$ cat config.mk
export PLATFORM = sky130hd
export DESIGN_NAME = sql_create_table_extractor
export DESIGN_NICKNAME = d
export VERILOG_FILES = /design/src/hdl/sce_pkg.sv /design/src/hdl/sce_cell.sv /design/src/hdl/sce_outq.sv /design/src/hdl/sql_create_table_extractor.sv
export SDC_FILE = /design/constraint.sdc
export NUM_CORES = 2
export LEC_CHECK = 0
export BUFFER_PORTS_ARGS = -buffer_cell sky130_fd_sc_hd__buf_2
export CAP_MARGIN = 20
export CORE_MARGIN = 2
export CORE_UTILIZATION = 55
export CTS_CLUSTER_SIZE = 40
export DETAILED_ROUTE_END_ITERATION = 7
export PLACE_DENSITY = 0.76
export SYNTH_ARGS = -nofsm -noshare
export SYNTH_HDL_FRONTEND = slang
export SYNTH_HIERARCHICAL = 1
export SYNTH_SLANG_ARGS = --single-unit
$ cat constraint.sdc
create_clock -name clk -period 13.27 [get_ports clk]
set_input_delay 1.327 -clock clk [delete_from_list [all_inputs] [get_ports clk]]
set_output_delay 1.327 -clock clk [all_outputs]
set_load 0.005 [all_outputs]
$ cat src/hdl/sce_pkg.sv
// Shared types, byte codes and pattern constants for the CREATE TABLE extractor.
`default_nettype none

package sce_pkg;

	localparam int NAME_MAX_DEF     = 40;
	localparam int WINDOW_DEPTH_DEF = 57;

	localparam int NAME_WORDS = 5;
	localparam int NAME_BYTES = 40;
	localparam int WORD_W     = 64;
	localparam int LEN_W      = 6;
	localparam int CFG_IDX_W  = 3;

	localparam int PREFIX_LEN = 14;
	localparam int SUFFIX_LEN = 3;
	// wide enough for pattern length, fill count and cell offsets
	localparam int MATCH_W    = 7;

	typedef logic [7:0] byte_t;

	localparam byte_t PREFIX_BYTES [PREFIX_LEN] = '{
		8'h43, 8'h52, 8'h45, 8'h41, 8'h54, 8'h45, 8'h20,
		8'h54, 8'h41, 8'h42, 8'h4C, 8'h45, 8'h20, 8'h60
	};
	localparam byte_t SUFFIX_BYTES [SUFFIX_LEN] = '{8'h60, 8'h20, 8'h28};

	localparam byte_t CHAR_QUOTE = 8'h27;
	localparam byte_t CHAR_NL    = 8'h0A;
	localparam byte_t CHAR_SEMI  = 8'h3B;
	localparam byte_t CHAR_SLASH = 8'h2F;
	localparam byte_t CHAR_STAR  = 8'h2A;
	localparam byte_t CHAR_DASH  = 8'h2D;

	typedef enum logic [CFG_IDX_W-1:0] {
		REG_NAME_WORD_0 = 3'd0,
		REG_NAME_WORD_1 = 3'd1,
		REG_NAME_WORD_2 = 3'd2,
		REG_NAME_WORD_3 = 3'd3,
		REG_NAME_WORD_4 = 3'd4,
		REG_NAME_LENGTH = 3'd5
	} cfg_reg_t;

	// broadcast to every window cell
	typedef struct packed {
		logic             step;
		byte_t            in_byte;
		logic [LEN_W-1:0] eff_len;
	} cell_ctl_t;

	typedef struct packed {
		byte_t data;
		logic  last;
	} res_t;

endpackage

`default_nettype wire

$ cat src/hdl/sce_cell.sv
// One window cell: holds a byte, shifts toward the head, compares against its pattern byte.
`default_nettype none

module sce_cell #(
	parameter int IDX = 0
) (
	input  wire logic               clk,
	input  wire sce_pkg::cell_ctl_t ctl,
	input  wire logic               load,
	input  wire sce_pkg::byte_t     next_byte,
	input  wire sce_pkg::byte_t     fixed_byte,
	output sce_pkg::byte_t          cur_byte,
	output logic                    hit
);

	localparam int K  = IDX - sce_pkg::PREFIX_LEN;
	localparam int MW = sce_pkg::MATCH_W;

	sce_pkg::byte_t byte_q;
	sce_pkg::byte_t pat;
	logic           active;

	// advance from the neighbor on a pop; take the new byte when this is the write slot
	always_ff @(posedge clk) begin
		if (ctl.step) begin
			byte_q <= load ? ctl.in_byte : next_byte;
		end else if (load) begin
			byte_q <= ctl.in_byte;
		end
	end

	if (IDX < sce_pkg::PREFIX_LEN) begin : g_prefix
		assign pat    = fixed_byte;
		assign active = 1'b1;
	end else begin : g_tail
		logic [MW-1:0] rel;
		assign rel = MW'(K) - MW'(ctl.eff_len);
		always_comb begin
			if (MW'(K) < MW'(ctl.eff_len)) begin
				pat    = fixed_byte;
				active = 1'b1;
			end else if (rel < MW'(sce_pkg::SUFFIX_LEN)) begin
				pat    = sce_pkg::SUFFIX_BYTES[rel[1:0]];
				active = 1'b1;
			end else begin
				pat    = fixed_byte;
				active = 1'b0;
			end
		end
	end

	assign cur_byte = byte_q;
	assign hit      = !active || (byte_q == pat);

endmodule

`default_nettype wire

$ cat src/hdl/sce_outq.sv
// Two-entry result queue that decouples the window from the output handshake.
`default_nettype none

module sce_outq (
	input  wire logic          clk,
	input  wire logic          arst_n,
	input  wire logic          push,
	input  wire sce_pkg::res_t push_data,
	input  wire logic          out_ready,
	output logic               valid,
	output sce_pkg::res_t      head,
	output logic               full
);

	logic [1:0]    count_q;
	sce_pkg::res_t slot0_q;
	sce_pkg::res_t slot1_q;
	logic          pop;

	assign valid = (count_q != 2'd0);
	assign full  = (count_q == 2'd2);
	assign head  = slot0_q;
	assign pop   = valid && out_ready;

	always_ff @(posedge clk or negedge arst_n) begin
		if (!arst_n) begin
			count_q <= 2'd0;
		end else begin
			count_q <= count_q + 2'(push) - 2'(pop);
		end
	end

	// push never arrives while full
	always_ff @(posedge clk) begin
		if (count_q == 2'd2) begin
			if (pop) begin
				slot0_q <= slot1_q;
			end
		end else if (push) begin
			if (count_q == 2'd0 || pop) begin
				slot0_q <= push_data;
			end else begin
				slot1_q <= push_data;
			end
		end
	end

endmodule

`default_nettype wire

$ cat src/hdl/sql_create_table_extractor.sv
// Top level of the CREATE TABLE extractor: window cell chain, head classifier, result queue.
//
// Usage:
//   Input requests (in_valid/in_ready) carry one SQL text byte each plus is_final on
//   the last byte of a text. Output requests (out_valid/out_ready) carry emitted
//   statement bytes; last_of_run marks the last result caused by one input request.
//   Configuration (cfg_we/cfg_index/cfg_data) loads the table name words and length;
//   write it only while the block is idle. Writes to unknown indexes are dropped.
// Throughput: one byte per cycle in steady state while the output queue has room.
//   Bytes enter a chain of WINDOW_DEPTH cells; once the chain is full, each cycle pops
//   the head byte (classified against the whole window in parallel) and shifts in the next one.
// Result path: once the window is full, the head byte is classified combinationally as it
//   pops, and its result is registered into the output queue that drives out_valid.
// Final byte: after is_final the chain drains one cell per cycle while the output queue
//   has room, and in_ready stays low until the chain is empty; then the per-text state
//   returns to its reset values and the next text may start.
// Stall: a two-entry output queue holds up to two results while out_ready is low; while
//   it is full the head does not pop and a full window holds off new input.
// Reset: arst_n clears fill count, comment/quote/emit state and the queue, and sets
//   the name registers to zero with length one. Window bytes are not cleared; only
//   bytes below the fill count are ever used.
`default_nettype none

module sql_create_table_extractor #(
	parameter int NAME_MAX     = sce_pkg::NAME_MAX_DEF,
	parameter int WINDOW_DEPTH = sce_pkg::WINDOW_DEPTH_DEF
) (
	input  wire logic                          clk,
	input  wire logic                          arst_n,
	input  wire logic                          cfg_we,
	input  wire logic [sce_pkg::CFG_IDX_W-1:0] cfg_index,
	input  wire logic [sce_pkg::WORD_W-1:0]    cfg_data,
	input  wire logic                          in_valid,
	output logic                               in_ready,
	input  wire logic [7:0]                    text_byte,
	input  wire logic                          is_final,
	output logic                               out_valid,
	input  wire logic                          out_ready,
	output logic [7:0]                         out_byte,
	output logic                               last_of_run
);

	localparam int FILL_W  = $clog2(WINDOW_DEPTH + 1);
	localparam int IDX_W   = $clog2(WINDOW_DEPTH);
	localparam int LEN_W   = sce_pkg::LEN_W;
	localparam int MW      = sce_pkg::MATCH_W;
	localparam int FIXED_L = sce_pkg::PREFIX_LEN + sce_pkg::SUFFIX_LEN;
	localparam int LEN_MAX = (NAME_MAX < WINDOW_DEPTH - FIXED_L) ? NAME_MAX
	                                                             : WINDOW_DEPTH - FIXED_L;

	// Configuration registers
	logic [sce_pkg::WORD_W-1:0] name_word_q [sce_pkg::NAME_WORDS];
	logic [LEN_W-1:0]           name_length_q;
	logic [LEN_W-1:0]           eff_len;

	always_ff @(posedge clk or negedge arst_n) begin
		if (!arst_n) begin
			for (int w = 0; w < sce_pkg::NAME_WORDS; w++) begin
				name_word_q[w] <= '0;
			end
			name_length_q <= LEN_W'(1);
		end else if (cfg_we) begin
			unique case (sce_pkg::cfg_reg_t'(cfg_index))
				sce_pkg::REG_NAME_WORD_0: name_word_q[0] <= cfg_data;
				sce_pkg::REG_NAME_WORD_1: name_word_q[1] <= cfg_data;
				sce_pkg::REG_NAME_WORD_2: name_word_q[2] <= cfg_data;
				sce_pkg::REG_NAME_WORD_3: name_word_q[3] <= cfg_data;
				sce_pkg::REG_NAME_WORD_4: name_word_q[4] <= cfg_data;
				sce_pkg::REG_NAME_LENGTH: name_length_q  <= cfg_data[LEN_W-1:0];
				default: ;
			endcase
		end
	end

	// clamp the name length to what the window and the name limit allow
	always_comb begin
		if (name_length_q == '0) begin
			eff_len = LEN_W'(1);
		end else if (name_length_q > LEN_W'(LEN_MAX)) begin
			eff_len = LEN_W'(LEN_MAX);
		end else begin
			eff_len = name_length_q;
		end
	end

	// Per-text control state
	logic [FILL_W-1:0] fill_q;
	logic              drain_q;
	logic              pend_v_q;
	sce_pkg::byte_t    pend_b_q;
	logic              in_quote_q;
	logic              in_block_q;
	logic              in_line_q;
	logic              searching_q;
	logic              emitting_q;
	sce_pkg::byte_t    prev_q;

	logic              q_full;
	logic              step;
	logic              flush;
	logic              accept;
	logic [FILL_W-1:0] wpos_full;
	logic [IDX_W-1:0]  wpos;

	// while the queue is not full, a full window pops one byte per cycle and a draining window pops until empty
	assign step = !q_full && (drain_q ? (fill_q != '0) : (fill_q == FILL_W'(WINDOW_DEPTH)));
	assign flush = drain_q && (fill_q == '0) && !q_full;
	assign in_ready = !drain_q && ((fill_q != FILL_W'(WINDOW_DEPTH)) || !q_full);
	assign accept = in_valid && in_ready;
	// new byte lands behind the last held byte, after this cycle's pop
	assign wpos_full = fill_q - FILL_W'(step);
	assign wpos = wpos_full[IDX_W-1:0];

	// Cell chain
	sce_pkg::cell_ctl_t      ctl;
	sce_pkg::byte_t          cell_byte [WINDOW_DEPTH];
	logic [WINDOW_DEPTH-1:0] hit;
	logic [WINDOW_DEPTH-1:0] load;

	assign ctl.step    = step;
	assign ctl.in_byte = text_byte;
	assign ctl.eff_len = eff_len;

	always_comb begin
		for (int i = 0; i < WINDOW_DEPTH; i++) begin
			load[i] = accept && (wpos == IDX_W'(i));
		end
	end

	for (genvar i = 0; i < WINDOW_DEPTH; i++) begin : g_cell
		sce_pkg::byte_t fixed_byte;
		sce_pkg::byte_t next_byte;

		// prefix cells see a constant; name cells see their configured byte
		if (i < sce_pkg::PREFIX_LEN) begin : g_fx
			assign fixed_byte = sce_pkg::PREFIX_BYTES[i];
		end else if (i - sce_pkg::PREFIX_LEN < sce_pkg::NAME_BYTES) begin : g_fx
			assign fixed_byte =
				name_word_q[(i - sce_pkg::PREFIX_LEN) / 8][8 * ((i - sce_pkg::PREFIX_LEN) % 8) +: 8];
		end else begin : g_fx
			assign fixed_byte = '0;
		end

		if (i == WINDOW_DEPTH - 1) begin : g_nx
			assign next_byte = '0;
		end else begin : g_nx
			assign next_byte = cell_byte[i + 1];
		end

		sce_cell #(
			.IDX(i)
		) u_cell (
			.clk       (clk),
			.ctl       (ctl),
			.load      (load[i]),
			.next_byte (next_byte),
			.fixed_byte(fixed_byte),
			.cur_byte  (cell_byte[i]),
			.hit       (hit[i])
		);
	end

	// Head classification
	sce_pkg::byte_t c0;
	sce_pkg::byte_t c1;
	logic           two_held;
	logic           match;
	logic           nx_quote;
	logic           nx_block;
	logic           nx_line;
	logic           nx_search;
	logic           nx_emit;
	logic           made;
	sce_pkg::byte_t res_byte;

	assign c0       = cell_byte[0];
	assign c1       = cell_byte[1];
	assign two_held = (fill_q >= FILL_W'(2));
	// a pattern that runs past the held bytes fails
	assign match    = (&hit) && ((MW'(eff_len) + MW'(FIXED_L)) <= MW'(fill_q));

	always_comb begin
		nx_quote  = in_quote_q;
		nx_block  = in_block_q;
		nx_line   = in_line_q;
		nx_search = searching_q;
		nx_emit   = emitting_q;
		made      = 1'b0;
		res_byte  = c0;
		if (!in_line_q && !in_block_q && !in_quote_q && c0 == sce_pkg::CHAR_QUOTE) begin
			nx_quote = 1'b1;
		end else if (!in_quote_q && !in_line_q && two_held &&
		             c0 == sce_pkg::CHAR_SLASH && c1 == sce_pkg::CHAR_STAR) begin
			nx_block = 1'b1;
		end else if (!in_quote_q && !in_block_q && two_held &&
		             c0 == sce_pkg::CHAR_DASH && c1 == sce_pkg::CHAR_DASH) begin
			nx_line = 1'b1;
		end else if (in_quote_q) begin
			if (c0 == sce_pkg::CHAR_QUOTE) begin
				nx_quote = 1'b0;
			end
		end else if (in_block_q) begin
			if (two_held && c0 == sce_pkg::CHAR_STAR && c1 == sce_pkg::CHAR_SLASH) begin
				nx_block = 1'b0;
			end
		end else if (in_line_q) begin
			if (c0 == sce_pkg::CHAR_NL) begin
				nx_line = 1'b0;
			end
		end else if (searching_q && match) begin
			nx_emit   = 1'b1;
			nx_search = 1'b0;
		end else if (emitting_q && prev_q == sce_pkg::CHAR_SEMI) begin
			// replace the byte after the terminator with a newline and stop
			made     = 1'b1;
			res_byte = sce_pkg::CHAR_NL;
			nx_emit  = 1'b0;
		end
		if (!made && nx_emit) begin
			made     = 1'b1;
			res_byte = c0;
		end
	end

	// Result routing: during drain hold one result back so the last one can be marked
	logic          push;
	sce_pkg::res_t push_res;

	always_comb begin
		push     = 1'b0;
		push_res = '{data: res_byte, last: 1'b1};
		if (step && made) begin
			if (!drain_q) begin
				push     = 1'b1;
				push_res = '{data: res_byte, last: 1'b1};
			end else if (pend_v_q) begin
				push     = 1'b1;
				push_res = '{data: pend_b_q, last: 1'b0};
			end
		end
		if (flush && pend_v_q) begin
			push     = 1'b1;
			push_res = '{data: pend_b_q, last: 1'b1};
		end
	end

	always_ff @(posedge clk or negedge arst_n) begin
		if (!arst_n) begin
			fill_q      <= '0;
			drain_q     <= 1'b0;
			pend_v_q    <= 1'b0;
			in_quote_q  <= 1'b0;
			in_block_q  <= 1'b0;
			in_line_q   <= 1'b0;
			searching_q <= 1'b1;
			emitting_q  <= 1'b0;
			prev_q      <= sce_pkg::CHAR_NL;
		end else begin
			fill_q <= fill_q - FILL_W'(step) + FILL_W'(accept);
			if (accept && is_final) begin
				drain_q <= 1'b1;
			end
			if (step) begin
				in_quote_q  <= nx_quote;
				in_block_q  <= nx_block;
				in_line_q   <= nx_line;
				searching_q <= nx_search;
				emitting_q  <= nx_emit;
				prev_q      <= c0;
			end
			if (step && made && drain_q) begin
				pend_v_q <= 1'b1;
			end
			// end of text: return per-text state to reset
			if (flush) begin
				drain_q     <= 1'b0;
				pend_v_q    <= 1'b0;
				in_quote_q  <= 1'b0;
				in_block_q  <= 1'b0;
				in_line_q   <= 1'b0;
				searching_q <= 1'b1;
				emitting_q  <= 1'b0;
				prev_q      <= sce_pkg::CHAR_NL;
			end
		end
	end

	always_ff @(posedge clk) begin
		if (step && made && drain_q) begin
			pend_b_q <= res_byte;
		end
	end

	// Output queue
	sce_pkg::res_t q_head;

	sce_outq u_outq (
		.clk      (clk),
		.arst_n   (arst_n),
		.push     (push),
		.push_data(push_res),
		.out_ready(out_ready),
		.valid    (out_valid),
		.head     (q_head),
		.full     (q_full)
	);

	assign out_byte    = q_head.data;
	assign last_of_run = q_head.last;

`ifndef SYNTHESIS
	a_fill_bound: assert property (@(posedge clk) disable iff (!arst_n)
		fill_q <= FILL_W'(WINDOW_DEPTH))
		else $error("window fill count exceeds depth");

	a_pend_in_drain: assert property (@(posedge clk) disable iff (!arst_n)
		pend_v_q |-> drain_q)
		else $error("held result outside drain");

	a_context_excl: assert property (@(posedge clk) disable iff (!arst_n)
		$onehot0({in_quote_q, in_block_q, in_line_q}))
		else $error("quote and comment states overlap");

	a_no_overflow: assert property (@(posedge clk) disable iff (!arst_n)
		push |-> !q_full)
		else $error("result pushed into full queue");

	a_final_drains: assert property (@(posedge clk) disable iff (!arst_n)
		(accept && is_final) |=> (drain_q && !in_ready))
		else $error("final byte did not start drain");
`endif

endmodule

`default_nettype wire

==> impl_metrics.yaml <==
outcome:
  status: "completed"
global_routing:
  grt_pass1_wl_um: 215900
  grt_antenna_before_repair: 10
  grt.overflow.total: 0
  grt_usage: 0.3028
  grt_pass1_vias: 34590
  grt_max_degree: 125
layout:
  syn_to_final_growth_pct: 10.79
  regArea_um2: 23220
  layout-drive-gt1-share: 0.2879
  nets: 4638
  multi_input_area_um2: 26870
  final_cell_count_no_fill: 5692
  final_util: 0.6136
  fin_area_um2: 56080
  nFillCells: 7020
timing:
  max-slew-margin-rel: 0.1829
  finalClockSkew_ns: 0.01691
  setup_tns_ns: 0
  finalCritPeriodShare: 0.6174
  drv_slew: 0
  finalHoldViolations: 0
  setup_viol: 0
  period_needed_ns: 8.192
  rsz0062_at_grt: "no"
  tightest_slew_ns: 1.226
  fmax_ghz: 0.1221
cts:
  cts.htree.levels: 3
  cts_buffer_depth: 3
  clk_latency_ns: 0.67
  cts-resized-gates: 0
  cts_hold_buf: 0
  cts_buffers: 88
  cts_sinks: 831
  cts-root-buf: "clkbuf_16"
  cts.clk_slew.worst_paths_ns: 0.06
  post_cts_buffers: 0
  cts_tree: "built"
place:
  gp_congestion: 0.9302
  dpl_cell_area_um2: 52990
  post-place-cells: 5520
  io_buffer_count: 91
  dpl.hpwl_um: 97360
critical_path:
  critical_path_class: "flop to flop"
  max_stage_delay_ns: 0.77
  cpLargestDelayFamily: "simple AND/OR/NAND/NOR gates"
  rrSetupSlack_ns: 5.08
  cp_cell_sequence: "o21ai_0 > and2_4 > buf_4 > inv_1 > ha_1 > nor4bb_1 > o221ai_1 > nand2_1 > xnor2_1 > or3_1 > o41ai_2 > nand4_1 > or4_1 > or4_4 > nor4_4 > o21ai_0 > a21oi_1 > mux2i_1 > o21ai_0 > buf_2"
  crit_buf_inv: 3
  crit_required_ns: 13.64
  end_kind: "flop"
  crit_slowest_cell: "dfrtp_4"
  cp_common_cell: "o21ai_0"
  worstSetupStartpointType: "flop"
  cp_max_fo: 53
  arrival_ns: 8.56
detailed_routing:
  routed_via_density: 6.255
  routedWlPerCell_um: 25.43
  first_iter_violations: 3438
  drcViolationCount: 0
  finalWirelength_um: 144800
  vias: 35610
  ant_nets: 0
  firstDrtPassIters: 8
synthesis:
  async_flop_share: 0.4200
  synth_area_um2: 50620
  synth_cell_type_count: 156
  synth_most_common_cell: "mux2_2"
  yosysWarnings: 6
  ys.flop_type: "edfxtp_1"
  ys_ff_latch: 831
  syn_inst: 4149
  synth_top_area_cell: "edfxtp_1"
  synth_edf_count: 482
  yosys-top-cells-area: "edfxtp_1 (29%), dfrtp_1 (17%), mux2_2 (14%)"
  ys_top_cells_by_count: "mux2_2 (620), edfxtp_1 (482), dfrtp_1 (345), xnor2_1 (288), nor2_1 (210)"
  yosysTopAreaCellShare: 0.2859
  post_synth.cell_area_avg_um2: 12.20
  yosysSeqAreaShare: 0.4586
power:
  p_per_area_nw_per_um2: 261.8
  power_leakage_nw: 21.60
  ir_drop_uv: 141.5
die:
  dieArea_um2: 94470
  die_x_um: 307.4
  start_util: 0.5539
  die_y_um: 307.4
  core_um2: 91390
  rows: 111
  top_level_ports: 92
min_path:
  hold_class: "flop to flop"
job:
  maxCapViolations: 0
==> worst min-delay path: stages (launching register included) <==
cell and delay [ns]:
dfrtp_1 0.34, nand2_1 0.05, nand2_1 0.05
==> area by class of cell <==
| type | count | area share |
|---|---|---|
| inverter | 169 | 0.01138 |
| timing repair buffer | 132 | 0.01415 |
| sequential | 831 | 0.4140 |
| tap | 1186 | 0.02646 |
| clock inverter | 49 | 0.01024 |
| clock buffer | 117 | 0.04447 |
| multi-input combinational | 3204 | 0.4791 |
| antenna | 4 | 0.0001785 |
==> cells in the final DEF (no fill, tap or decap), types with 90 or more instances in the layout <==
| cell | synthesis | final |
|---|---|---|
| a21oi_1 | 93 | 93 |
| buf_2 | 2 | 92 |
| clkbuf_16 | 0 | 90 |
| conb_1 | 2 | 168 |
| dfrtp_1 | 345 | 344 |
| edfxtp_1 | 482 | 482 |
| ha_1 | 131 | 131 |
| inv_1 | 165 | 165 |
| mux2_2 | 620 | 620 |
| mux2_4 | 123 | 123 |
| nand2_1 | 148 | 148 |
| nor2_1 | 210 | 210 |
| xnor2_1 | 288 | 288 |
| xor2_1 | 140 | 140 |
==> flip-flops by register name (all words and copies together) (netlist names) <==
register,cells
g_cell.u_cell/cur_byte,456
in_line_q,1
drain_q,1
searching_q,1
in_quote_q,1
pend_b_q,8
u_outq/head,9
u_outq/count_q,2
name_length_q,6
u_outq/slot1_q,9
pend_v_q,1
in_block_q,1
prev_q,8
g_cell.fixed_byte,320
fill_q,6
emitting_q,1
==> layer usage <==
metal | track usage | up-vias | wire, µm | part of all wire
met3 | 0.05492 | 333 | 13100 | 0.090
met4 | 0.1294 | 2 | 6237 | 0.043
met2 | 0.4783 | 1575 | 66270 | 0.46
met5 | 0 | - | 13 | 0.000090
li1 | - | 15910 | - | -
met1 | 0.4107 | 17780 | 59140 | 0.41
==> power breakdown <==
group | switching (W) | internal, W | leakage [nW]
registers | 0.00135 | 0.00450 | 8.99
clock network | 0.00108 | 0.00153 | 1.51
logic | 0.00326 | 0.00297 | 11.1
total | 0.00569 | 0.00900 | 21.6
==> per-stage QoR <==
| step | power (W) | setup slack (ns) | hold WS (ns) |
|---|---|---|---|
| after floorplan | 0.01038 | 3.463 | 0.4298 |
| after global routing | 0.01540 | 4.661 | 0.5161 |
| after global placement | 0.01177 | 5.225 | 0.4429 |
| after CTS | 0.01460 | 5.055 | 0.4717 |
| final | 0.01468 | 5.078 | 0.4709 |
| after detailed placement | 0.01194 | 5.047 | 0.4581 |
==> worst paths after layout <==
| kind | startpoint | cells after the start | endpoint |
|---|---|---|---|
| max in group asynchronous | arst_n | 3 | g_cell[40].fixed_byte[7]$_DFFE_PN0P_ |
| min reg2reg | prev_q[4]$_DFFE_PN0P_ | 2 | prev_q[4]$_DFFE_PN0P_ |
| min in group asynchronous | arst_n | 1 | g_cell[43].fixed_byte[7]$_DFFE_PN0P_ |
| max reg2reg | name_length_q[5]$_DFFE_PN0P_ | 20 | u_outq/head[5]$_DFFE_PP_ |
| min | prev_q[4]$_DFFE_PN0P_ | 2 | prev_q[4]$_DFFE_PN0P_ |
| max | name_length_q[5]$_DFFE_PN0P_ | 20 | u_outq/head[5]$_DFFE_PP_ |
==> cell families (layout without fill, tap and decap cells) <==
family                     count (synthesis)  in the layout  synth area share
buffers and inverters                    280            467           0.02430
adders and majority gates                132            132           0.03258
xor gates and xnor gates                 429            429           0.07438
other                                      2            172         0.0001484
and+or+nand+nor                         1065           1065            0.1257
muxes                                    834            834            0.1939
AOI/OAI and AO/OA                        576            576           0.09042
DFF                                      831            831            0.4586
No activity file was read; power rests on OpenSTA's default activity.
